$ cat src/sv/csh_pkg.sv
// Shared types and hash arithmetic for the case-folding string hash.
// Used by the front, queue, back and top-level modules; depends on nothing.
package csh_pkg;

  localparam int HashW = 32;
  localparam int CharW = 8;
  localparam int QDepth = 2;
  localparam int QPtrW = 1;
  localparam int QCntW = 2;

  localparam logic [CharW-1:0] QuoteChar     = 8'h22;
  localparam logic [CharW-1:0] BackslashChar = 8'h5C;
  localparam logic [CharW-1:0] SlashChar     = 8'h2F;
  localparam logic [CharW-1:0] NulChar       = 8'h00;
  localparam logic [CharW-1:0] UpperA        = 8'h41;
  localparam logic [CharW-1:0] UpperZ        = 8'h5A;
  localparam logic [CharW-1:0] CaseOffset    = 8'h20;

  typedef logic [HashW-1:0] hash_t;

  // One command from the front to the back.
  typedef struct packed {
    logic             finish;  // apply final mix and emit
    logic             start;   // first command of a string: start from the seed
    logic             load;    // opening quote: load the seed and absorb nothing
    logic [CharW-1:0] chr;     // folded character, used when not finishing
  } cmd_t;

  typedef struct packed {
    logic started;
    logic quote;
  } front_stat_t;

  typedef struct packed {
    logic full;
    logic empty;
  } q_stat_t;

  function automatic logic [CharW-1:0] fold_char(input logic [CharW-1:0] c);
    logic [CharW-1:0] r;
    r = c;
    if (c inside {[UpperA:UpperZ]}) begin
      r = c + CaseOffset;
    end else if (c == BackslashChar) begin
      r = SlashChar;
    end
    return r;
  endfunction

  // h += sext(c); h *= 0x401; h ^= h >> 6
  function automatic hash_t absorb(input hash_t h, input logic [CharW-1:0] c);
    hash_t s;
    hash_t m;
    s = h + {{(HashW-CharW){c[CharW-1]}}, c};
    m = s + (s << 10);
    return m ^ (m >> 6);
  endfunction

  // h *= 9; h ^= h >> 11; h *= 0x8001
  function automatic hash_t final_mix(input hash_t h);
    hash_t a;
    hash_t b;
    a = h + (h << 3);
    b = a ^ (a >> 11);
    return b + (b << 15);
  endfunction

endpackage

$ cat src/sv/csh_front.sv
// Front end: accepts character beats, folds case and tracks string framing.
// Depends on csh_pkg; pushes cmd_t commands into csh_queue.
module csh_front import csh_pkg::*; (
  input  logic             clk,
  input  logic             rst_n,
  input  logic             in_valid,
  output logic             in_ready,
  input  logic [CharW-1:0] in_char_byte,
  input  logic             q_full,
  output logic             push,
  output cmd_t             push_cmd,
  output front_stat_t      stat
);

  logic started_r, started_nxt;
  logic quote_r, quote_nxt;
  logic accept;

  assign in_ready = !q_full;
  assign accept   = in_valid && in_ready;

  always_comb begin
    started_nxt = started_r;
    quote_nxt   = quote_r;
    push        = 1'b0;
    push_cmd.finish = 1'b0;
    push_cmd.start  = 1'b0;
    push_cmd.load   = 1'b0;
    push_cmd.chr    = fold_char(in_char_byte);
    if (accept) begin
      if (!started_r) begin
        push           = 1'b1;
        push_cmd.start = 1'b1;
        if (in_char_byte == QuoteChar) begin
          // The opening quote only loads the seed, so the seed is taken when
          // the string begins.
          push_cmd.load = 1'b1;
          started_nxt   = 1'b1;
          quote_nxt     = 1'b1;
        end else begin
          quote_nxt = 1'b0;
          if (in_char_byte == NulChar) begin
            push_cmd.finish = 1'b1;
          end else begin
            started_nxt = 1'b1;
          end
        end
      end else begin
        push = 1'b1;
        if (in_char_byte == NulChar || (quote_r && in_char_byte == QuoteChar)) begin
          push_cmd.finish = 1'b1;
          started_nxt     = 1'b0;
          quote_nxt       = 1'b0;
        end
      end
    end
  end

  always_ff @(posedge clk) begin
    if (!rst_n) begin
      started_r <= 1'b0;
      quote_r   <= 1'b0;
    end else begin
      started_r <= started_nxt;
      quote_r   <= quote_nxt;
    end
  end

  assign stat.started = started_r;
  assign stat.quote   = quote_r;

endmodule

$ cat src/sv/csh_queue.sv
// Two-entry command queue between the front and back ends.
// Depends on csh_pkg for cmd_t and the queue sizing constants.
module csh_queue import csh_pkg::*; (
  input  logic    clk,
  input  logic    rst_n,
  input  logic    push,
  input  cmd_t    push_cmd,
  output logic    pop_valid,
  input  logic    pop_ready,
  output cmd_t    pop_cmd,
  output q_stat_t stat
);

  cmd_t             mem_r [QDepth];
  logic [QPtrW-1:0] wr_ptr_r, wr_ptr_nxt;
  logic [QPtrW-1:0] rd_ptr_r, rd_ptr_nxt;
  logic [QCntW-1:0] count_r, count_nxt;
  logic             pop;

  assign pop       = pop_valid && pop_ready;
  assign pop_valid = (count_r != '0);
  assign pop_cmd   = mem_r[rd_ptr_r];
  assign stat.full  = (count_r == QCntW'(QDepth));
  assign stat.empty = (count_r == '0);

  always_comb begin
    wr_ptr_nxt = push ? wr_ptr_r + 1'b1 : wr_ptr_r;
    rd_ptr_nxt = pop ? rd_ptr_r + 1'b1 : rd_ptr_r;
    count_nxt  = count_r + QCntW'(push) - QCntW'(pop);
  end

  always_ff @(posedge clk) begin
    if (push) begin
      mem_r[wr_ptr_r] <= push_cmd;
    end
  end

  always_ff @(posedge clk) begin
    if (!rst_n) begin
      wr_ptr_r <= '0;
      rd_ptr_r <= '0;
      count_r  <= '0;
    end else begin
      wr_ptr_r <= wr_ptr_nxt;
      rd_ptr_r <= rd_ptr_nxt;
      count_r  <= count_nxt;
    end
  end

endmodule

$ cat src/sv/csh_back.sv
// Back end: holds the seed and running hash, absorbs characters and drives
// the output register with the final mix. Depends on csh_pkg.
module csh_back import csh_pkg::*; (
  input  logic             clk,
  input  logic             rst_n,
  input  logic             cfg_wr_en,
  input  logic [HashW-1:0] cfg_hash_seed,
  input  logic             cmd_valid,
  output logic             cmd_ready,
  input  cmd_t             cmd,
  output logic             out_valid,
  input  logic             out_ready,
  output logic [HashW-1:0] out_hash_value
);

  hash_t seed_r;
  hash_t hash_r, hash_nxt;
  hash_t out_hash_r, out_hash_nxt;
  logic  out_valid_r, out_valid_nxt;
  logic  slot_free;
  logic  take;
  hash_t base;

  // An absorb never needs the output slot; a finish waits until it is free.
  assign slot_free = !out_valid_r || out_ready;
  assign cmd_ready = !cmd.finish || slot_free;
  assign take      = cmd_valid && cmd_ready;
  assign base      = cmd.start ? seed_r : hash_r;

  always_comb begin
    hash_nxt      = hash_r;
    out_hash_nxt  = out_hash_r;
    out_valid_nxt = out_valid_r && !out_ready;
    if (take) begin
      if (cmd.finish) begin
        out_hash_nxt  = final_mix(base);
        out_valid_nxt = 1'b1;
      end else if (cmd.load) begin
        hash_nxt = base;
      end else begin
        hash_nxt = absorb(base, cmd.chr);
      end
    end
  end

  always_ff @(posedge clk) begin
    if (!rst_n) begin
      seed_r      <= '0;
      hash_r      <= '0;
      out_valid_r <= 1'b0;
    end else begin
      if (cfg_wr_en) begin
        seed_r <= cfg_hash_seed;
      end
      hash_r      <= hash_nxt;
      out_valid_r <= out_valid_nxt;
    end
  end

  always_ff @(posedge clk) begin
    out_hash_r <= out_hash_nxt;
  end

  assign out_valid      = out_valid_r;
  assign out_hash_value = out_hash_r;

endmodule

$ cat src/sv/case_folding_string_hash_top.sv
// Case-folding one-at-a-time string hash, 32 bits.
// Input channel (in_valid/in_ready/in_char_byte) takes one character per beat.
// Letters A-Z fold to lower case and backslash becomes slash before hashing.
// A string ends on a zero byte; a string whose first byte is a double quote
// also ends on the next double quote, and the opening quote is not hashed.
// Each terminator yields one beat on the output channel (out_valid/out_ready/
// out_hash_value) carrying the finished hash; other bytes yield nothing.
// cfg_wr_en/cfg_hash_seed write the seed, which each string starts from;
// write it only while the block is idle.
// Throughput: one character per cycle while in_ready is high. A front end
// frames the string and pushes commands into a two-entry queue; a back end
// absorbs one command per cycle with shift-add logic, except that a terminator
// waits for a free output register, which it then loads with the final hash.
// When the receiver stalls, the output register holds its beat, absorbs keep
// draining, and in_ready drops only once the queue fills behind a pending
// terminator. Synchronous reset clears the seed to zero, framing state and
// queue; the block accepts beats as soon as reset is released.
// Depends on csh_pkg and the csh_front, csh_queue and csh_back modules.
module case_folding_string_hash_top import csh_pkg::*; (
  input  logic             clk,
  input  logic             rst_n,
  input  logic             cfg_wr_en,
  input  logic [HashW-1:0] cfg_hash_seed,
  input  logic             in_valid,
  output logic             in_ready,
  input  logic [CharW-1:0] in_char_byte,
  output logic             out_valid,
  input  logic             out_ready,
  output logic [HashW-1:0] out_hash_value
);

  logic        push;
  cmd_t        push_cmd;
  cmd_t        q_cmd;
  logic        q_valid;
  logic        q_ready;
  q_stat_t     q_stat;
  front_stat_t f_stat;

  csh_front u_front (
    .clk          (clk),
    .rst_n        (rst_n),
    .in_valid     (in_valid),
    .in_ready     (in_ready),
    .in_char_byte (in_char_byte),
    .q_full       (q_stat.full),
    .push         (push),
    .push_cmd     (push_cmd),
    .stat         (f_stat)
  );

  csh_queue u_queue (
    .clk       (clk),
    .rst_n     (rst_n),
    .push      (push),
    .push_cmd  (push_cmd),
    .pop_valid (q_valid),
    .pop_ready (q_ready),
    .pop_cmd   (q_cmd),
    .stat      (q_stat)
  );

  csh_back u_back (
    .clk            (clk),
    .rst_n          (rst_n),
    .cfg_wr_en      (cfg_wr_en),
    .cfg_hash_seed  (cfg_hash_seed),
    .cmd_valid      (q_valid),
    .cmd_ready      (q_ready),
    .cmd            (q_cmd),
    .out_valid      (out_valid),
    .out_ready      (out_ready),
    .out_hash_value (out_hash_value)
  );

  // Quoted framing only exists inside a started string.
  a_quote_in_string: assert property (@(posedge clk) disable iff (!rst_n)
    f_stat.quote |-> f_stat.started)
    else $error("quote mode set outside a string");

  // A seed load only ever opens a string and never emits.
  a_load_is_start: assert property (@(posedge clk) disable iff (!rst_n)
    (q_valid && q_cmd.load) |-> (q_cmd.start && !q_cmd.finish))
    else $error("seed load command that does not open a string");

  // The queue never reports full and empty together.
  a_queue_status: assert property (@(posedge clk) disable iff (!rst_n)
    !(q_stat.full && q_stat.empty))
    else $error("queue full and empty at once");

  // A terminator must not overwrite a held, untaken result.
  a_no_overwrite: assert property (@(posedge clk) disable iff (!rst_n)
    (q_valid && q_ready && q_cmd.finish) |-> (!out_valid || out_ready))
    else $error("terminator popped while result is stalled");

  // The front never pushes into a full queue.
  a_no_overflow: assert property (@(posedge clk) disable iff (!rst_n)
    push |-> !q_stat.full)
    else $error("push into full queue");

endmodule

$ cat config.mk
export PLATFORM = sky130hd
export DESIGN_NAME = case_folding_string_hash_top
export DESIGN_NICKNAME = d
export VERILOG_FILES = /design/src/sv/csh_pkg.sv /design/src/sv/csh_front.sv /design/src/sv/csh_queue.sv /design/src/sv/csh_back.sv /design/src/sv/case_folding_string_hash_top.sv
export SDC_FILE = /design/constraint.sdc
export NUM_CORES = 1
export LEC_CHECK = 0
export ABC_AREA = 1
export BUFFER_PORTS_ARGS = -buffer_cell sky130_fd_sc_hd__buf_2
export CAP_MARGIN = 10
export CORE_MARGIN = 2
export CORE_UTILIZATION = 40
export DETAILED_ROUTE_END_ITERATION = 7
export GPL_TIMING_DRIVEN = 0
export PLACE_DENSITY = 0.62
export RECOVER_POWER = 25
export SYNTH_ARGS = -nofsm -noshare
export SYNTH_HDL_FRONTEND = slang
export SYNTH_SLANG_ARGS = --single-unit
$ cat constraint.sdc
create_clock -name clk -period 5.6 [get_ports clk]
set_clock_uncertainty 0.1 [all_clocks]
set_input_delay 0.28 -clock clk [delete_from_list [all_inputs] [get_ports clk]]
set_output_delay 0.28 -clock clk [all_outputs]
set_load 0.02 [all_outputs]
==> results by group <==
Run status
  – Run status: finished with violations
  – Violated checks: negative hold slack, negative setup slack

Route
  – Drt first pass iters: 6
  – Routed vias: 11600
  – Antenna-violating nets left: 0
  – Starting DRT DRC Count: 1044
  – DRC: 0
  – Drt wl/cell: around 17 um
  – DRT Wirelength: about 38 mm
  – DR vias/cell: roughly 5.3

Critical path
  – Crit path arrival time: between 5 and 6 ns
  – Setup CP Type: reg -> reg
  – Most frequent CP cell: nand3_2
  – Worst R2R Start: u_queue.mem_r[0][9]
  – Worst reg-to-reg setup slack: -0.003 ns
  – Crit path max-delay cell type: edfxtp_1
  – Crit Path Max Fanout: 10
  – Family with the most delay on the worst path: simple AND/OR/NAND/NOR gates
  – Buffers & Inverters on Critical Path: 5
  – Worst r2r dst: u_back.out_hash_value[31]
  – Reg2reg path depth: 38
  – Crit-path max cell delay: approximately 0.48 ns
  – Worst EP required: approximately 5.7 ns
  – Crit start category: flop
  – CP Depth: 38
  – Crit path launch: u_queue.mem_r[0][9]
  – CP endpoint kind: flop
  – Crit path capture: u_back.out_hash_value[31]

Timing
  – Clock period minus worst slack: approximately 5.6 ns
  – Hold Violations, Final: 1
  – Fmax: roughly 0.18 GHz
  – RSZ-0062 raised after global routing: yes
  – Worst hold-check slack: -0.00246 ns
  – Period utilisation layout: 100%
  – Slew Viols, Final: 0
  – Slew headroom: about a third
  – # setup viols final: 1
  – Measured slew at the worst slew-check pin: slightly above 1 ns
  – Worst setup margin: -0.00267 ns

Finish
  – Post-layout util: between 50 and 60%
  – Most frequent cells in the layout: nand2_1, inv_1, nor2_1
  – N_diodes: 0
  – Nets: a little under 2000
  – Commonest non-fill, non-tap cell in the layout: nand2_1
  – Area grow syn2layout: 24.7%
  – Final-layout fill cell count: between 2000 and 3000
  – Share of post-route cells with drive strength above 1: roughly 18%

Job
  – Max-cap violations: 0

Clocking
  – CTS max path bufs: 2
  – CTS Buf Count: 17
  – TritonCTS clock tree: yes
  – CTS root buf: clkbuf_16
  – CTS clk-pin slew, worst paths: ~0.070 ns
  – Clock Sinks: roughly 130
  – H-tree depth: 4
  – Clock Latency Late Sink: around 0.43 ns

Yosys
  – Post-Synth XOR/XNOR Area: 7.97%
  – Mux cell area share after synthesis: 0%
  – Largest family of logic cells by synthesized area: simple AND/OR/NAND/NOR gates
  – Netlist cell types: 64
  – Adder-Cell Fraction of Synth Area: around a tenth
  – Post-synthesis simple-gate area fraction: a little over 30%
  – Sequential fraction of the synthesis area: 27.3%
  – Ys Warns: 0
  – Post-synth top flop: dfxtp_1
  – EDFF count, synth: 54
  – Mean Syn Cell Area: 6.85 um^2
  – Synth Net Count: 1777
  – FF+latch count, synth: 126
  – Post-synth design cell area: 0.0112 mm^2
  – Post-synthesis compound-gate area fraction: 15.2%
  – Post-synthesis cell count: ~1600
  – Ys async rst share: 0%

Floorplan
  – Floorplan row count: roughly 60
  – IO Count: roughly 80
  – Die W: about 170 um
  – Initial core utilization: between 40 and 50%
  – Die area: 0.0294 mm^2
  – Die height: roughly 170 um
  – Core region area: 0.0277 mm^2

Placed design
  – DP HPWL: slightly below 30 mm
  – IO Port Bufs: 77
  – Final Wtd Congestion: around 0.97

Worst hold path
  – Hold Crit Class: in -> reg

Global routing
  – Vias in the first global route: about 10000
  – GRT Util Overall: between 20 and 30%
  – Grt ovf: 0
  – Antenna violations before repair: 0
  – Largest net degree at the start of global routing: 33
  – First-pass GRT wire length: between 50 and 60 mm
tightest hold or removal path: cells and delay by family:
family                 cells  cell delay (ns)
buffers and inverters      1             0.08
and+or+nand+nor            2             0.13
cells by family (layout without fill, tap and decap cells):
kind of cell | Yosys count | in the layout
flops | 126 | 126
simple gates | 813 | 813
xor+xnor | 96 | 96
buf+inv | 224 | 404
compound gates | 289 | 290
fa+ha+maj | 92 | 92
worst min path at each step:
| stage | from | endpoint | slack (ns) | cells after the start |
|---|---|---|---|---|
| after floorplan | cfg_hash_seed[5] | u_back.seed_r[5] | 0.31 | 2 |
| after global placement | u_queue.rd_ptr_r | u_queue.rd_ptr_r | 0.34 | 1 |
| after detailed placement | u_back.hash_r[16] | u_back.hash_r[16] | 0.36 | 2 |
| after CTS | cfg_hash_seed[6] | u_back.seed_r[6] | 0.0007 | 3 |
| after global routing | cfg_hash_seed[11] | u_back.seed_r[11] | 0.004 | 3 |
| final | cfg_hash_seed[1] | u_back.seed_r[1] | -0.002 | 3 |
cell usage after synthesis (3+ instances only):
master    number  area, um^2
a21o_1         3        22.5
a21oi_1      129         646
a31oi_1        9        56.3
buf_2          3        15.0
buf_6          4        45.0
clkbuf_1      29         109
dfxtp_1       72        1440
edfxtp_1      54        1620
fa_1           4        80.1
ha_1          88        1100
inv_1        177         664
inv_2          6        22.5
nand2_1      456        1710
nand2_2       18         113
nand3_1      122         611
nand3_2        9        90.1
nand3b_1       5        37.5
nand4_1       14        87.6
nor2_1       149         559
nor2_2         8        50.1
nor3_1        12        60.1
nor4_1         5        31.3
o211ai_1      14         105
o21a_1         4        30.0
o21ai_0       81         405
o21ai_1        9        45.0
o21ai_2        7        61.3
o21ai_4        3        48.8
o21bai_1       6        45.0
o221ai_1       8        70.1
or2_1          3        18.8
or2_2          3        18.8
xnor2_1       25         219
xor2_1        66         578
cell type report:
cell class                      instances  area (um^2)  share of cell area (%)
Inverter                              185          709                    5.06
Timing Repair Buffer                  148         1020                    7.29
Clock inverter                         12          124                   0.884
Sequential cell                       126         3060                    21.9
Tap cell                              378          473                    3.38
Clock buffer                           20          479                    3.42
Buffer                                 39          234                    1.67
Multi-Input combinational cell       1291         7910                    56.4
sequential cells by signal, summed over array words and instances (netlist names), named ones only:
name / flops
u_front.quote_r: 1
u_back.seed_r: 32
u_back.hash_r: 32
u_queue.wr_ptr_r: 1
u_queue.rd_ptr_r: 1
u_back.out_hash_value: 32
u_back.out_valid: 1
u_front.started_r: 1
u_queue.count_r: 2
u_queue.mem_r: 22
what timing repair did:
action | CTS | global route
setup endpoints to repair | 40 | 26
resized for setup | 70 | 78
endpoints found under the hold margin | 19 | 0
pin swaps | 23 | 57
buffers inserted | 19 | 32
gates cloned | 0 | 2
hold buffers | 19 | 0
layer usage:
layer | wire length [um] | vias up | GRT usage, %
li1 | - | 5785 | -
met1 | 16900 | 5331 | 33.4
met2 | 17400 | 362 | 40.3
met3 | 2690 | 80 | 5.48
met4 | 1360 | 0 | 9.25
met5 | 0 | - | 0
stage by stage:
stage / setup TNS (ns) / setup WS [ns] / std cells / cell area, um^2 / hold WS [ns]
floorplan: 0 / 0.0239 / 1640 / 11200 / 0.315
global placement: -31.93 / -1.67 / 2095 / 12100 / 0.337
detailed placement: -32.67 / -1.66 / 2096 / 12100 / 0.359
CTS: 0 / 0.00621 / 2166 / 13400 / 0.000727
global route: -0.507 / -0.252 / 2199 / 14000 / 0.00422
finish: -0.00267 / -0.00267 / 2199 / 14000 / -0.00246
Power is not shown: default switching activity piles up to over one toggle a cycle in this logic, so the estimate is an artifact.
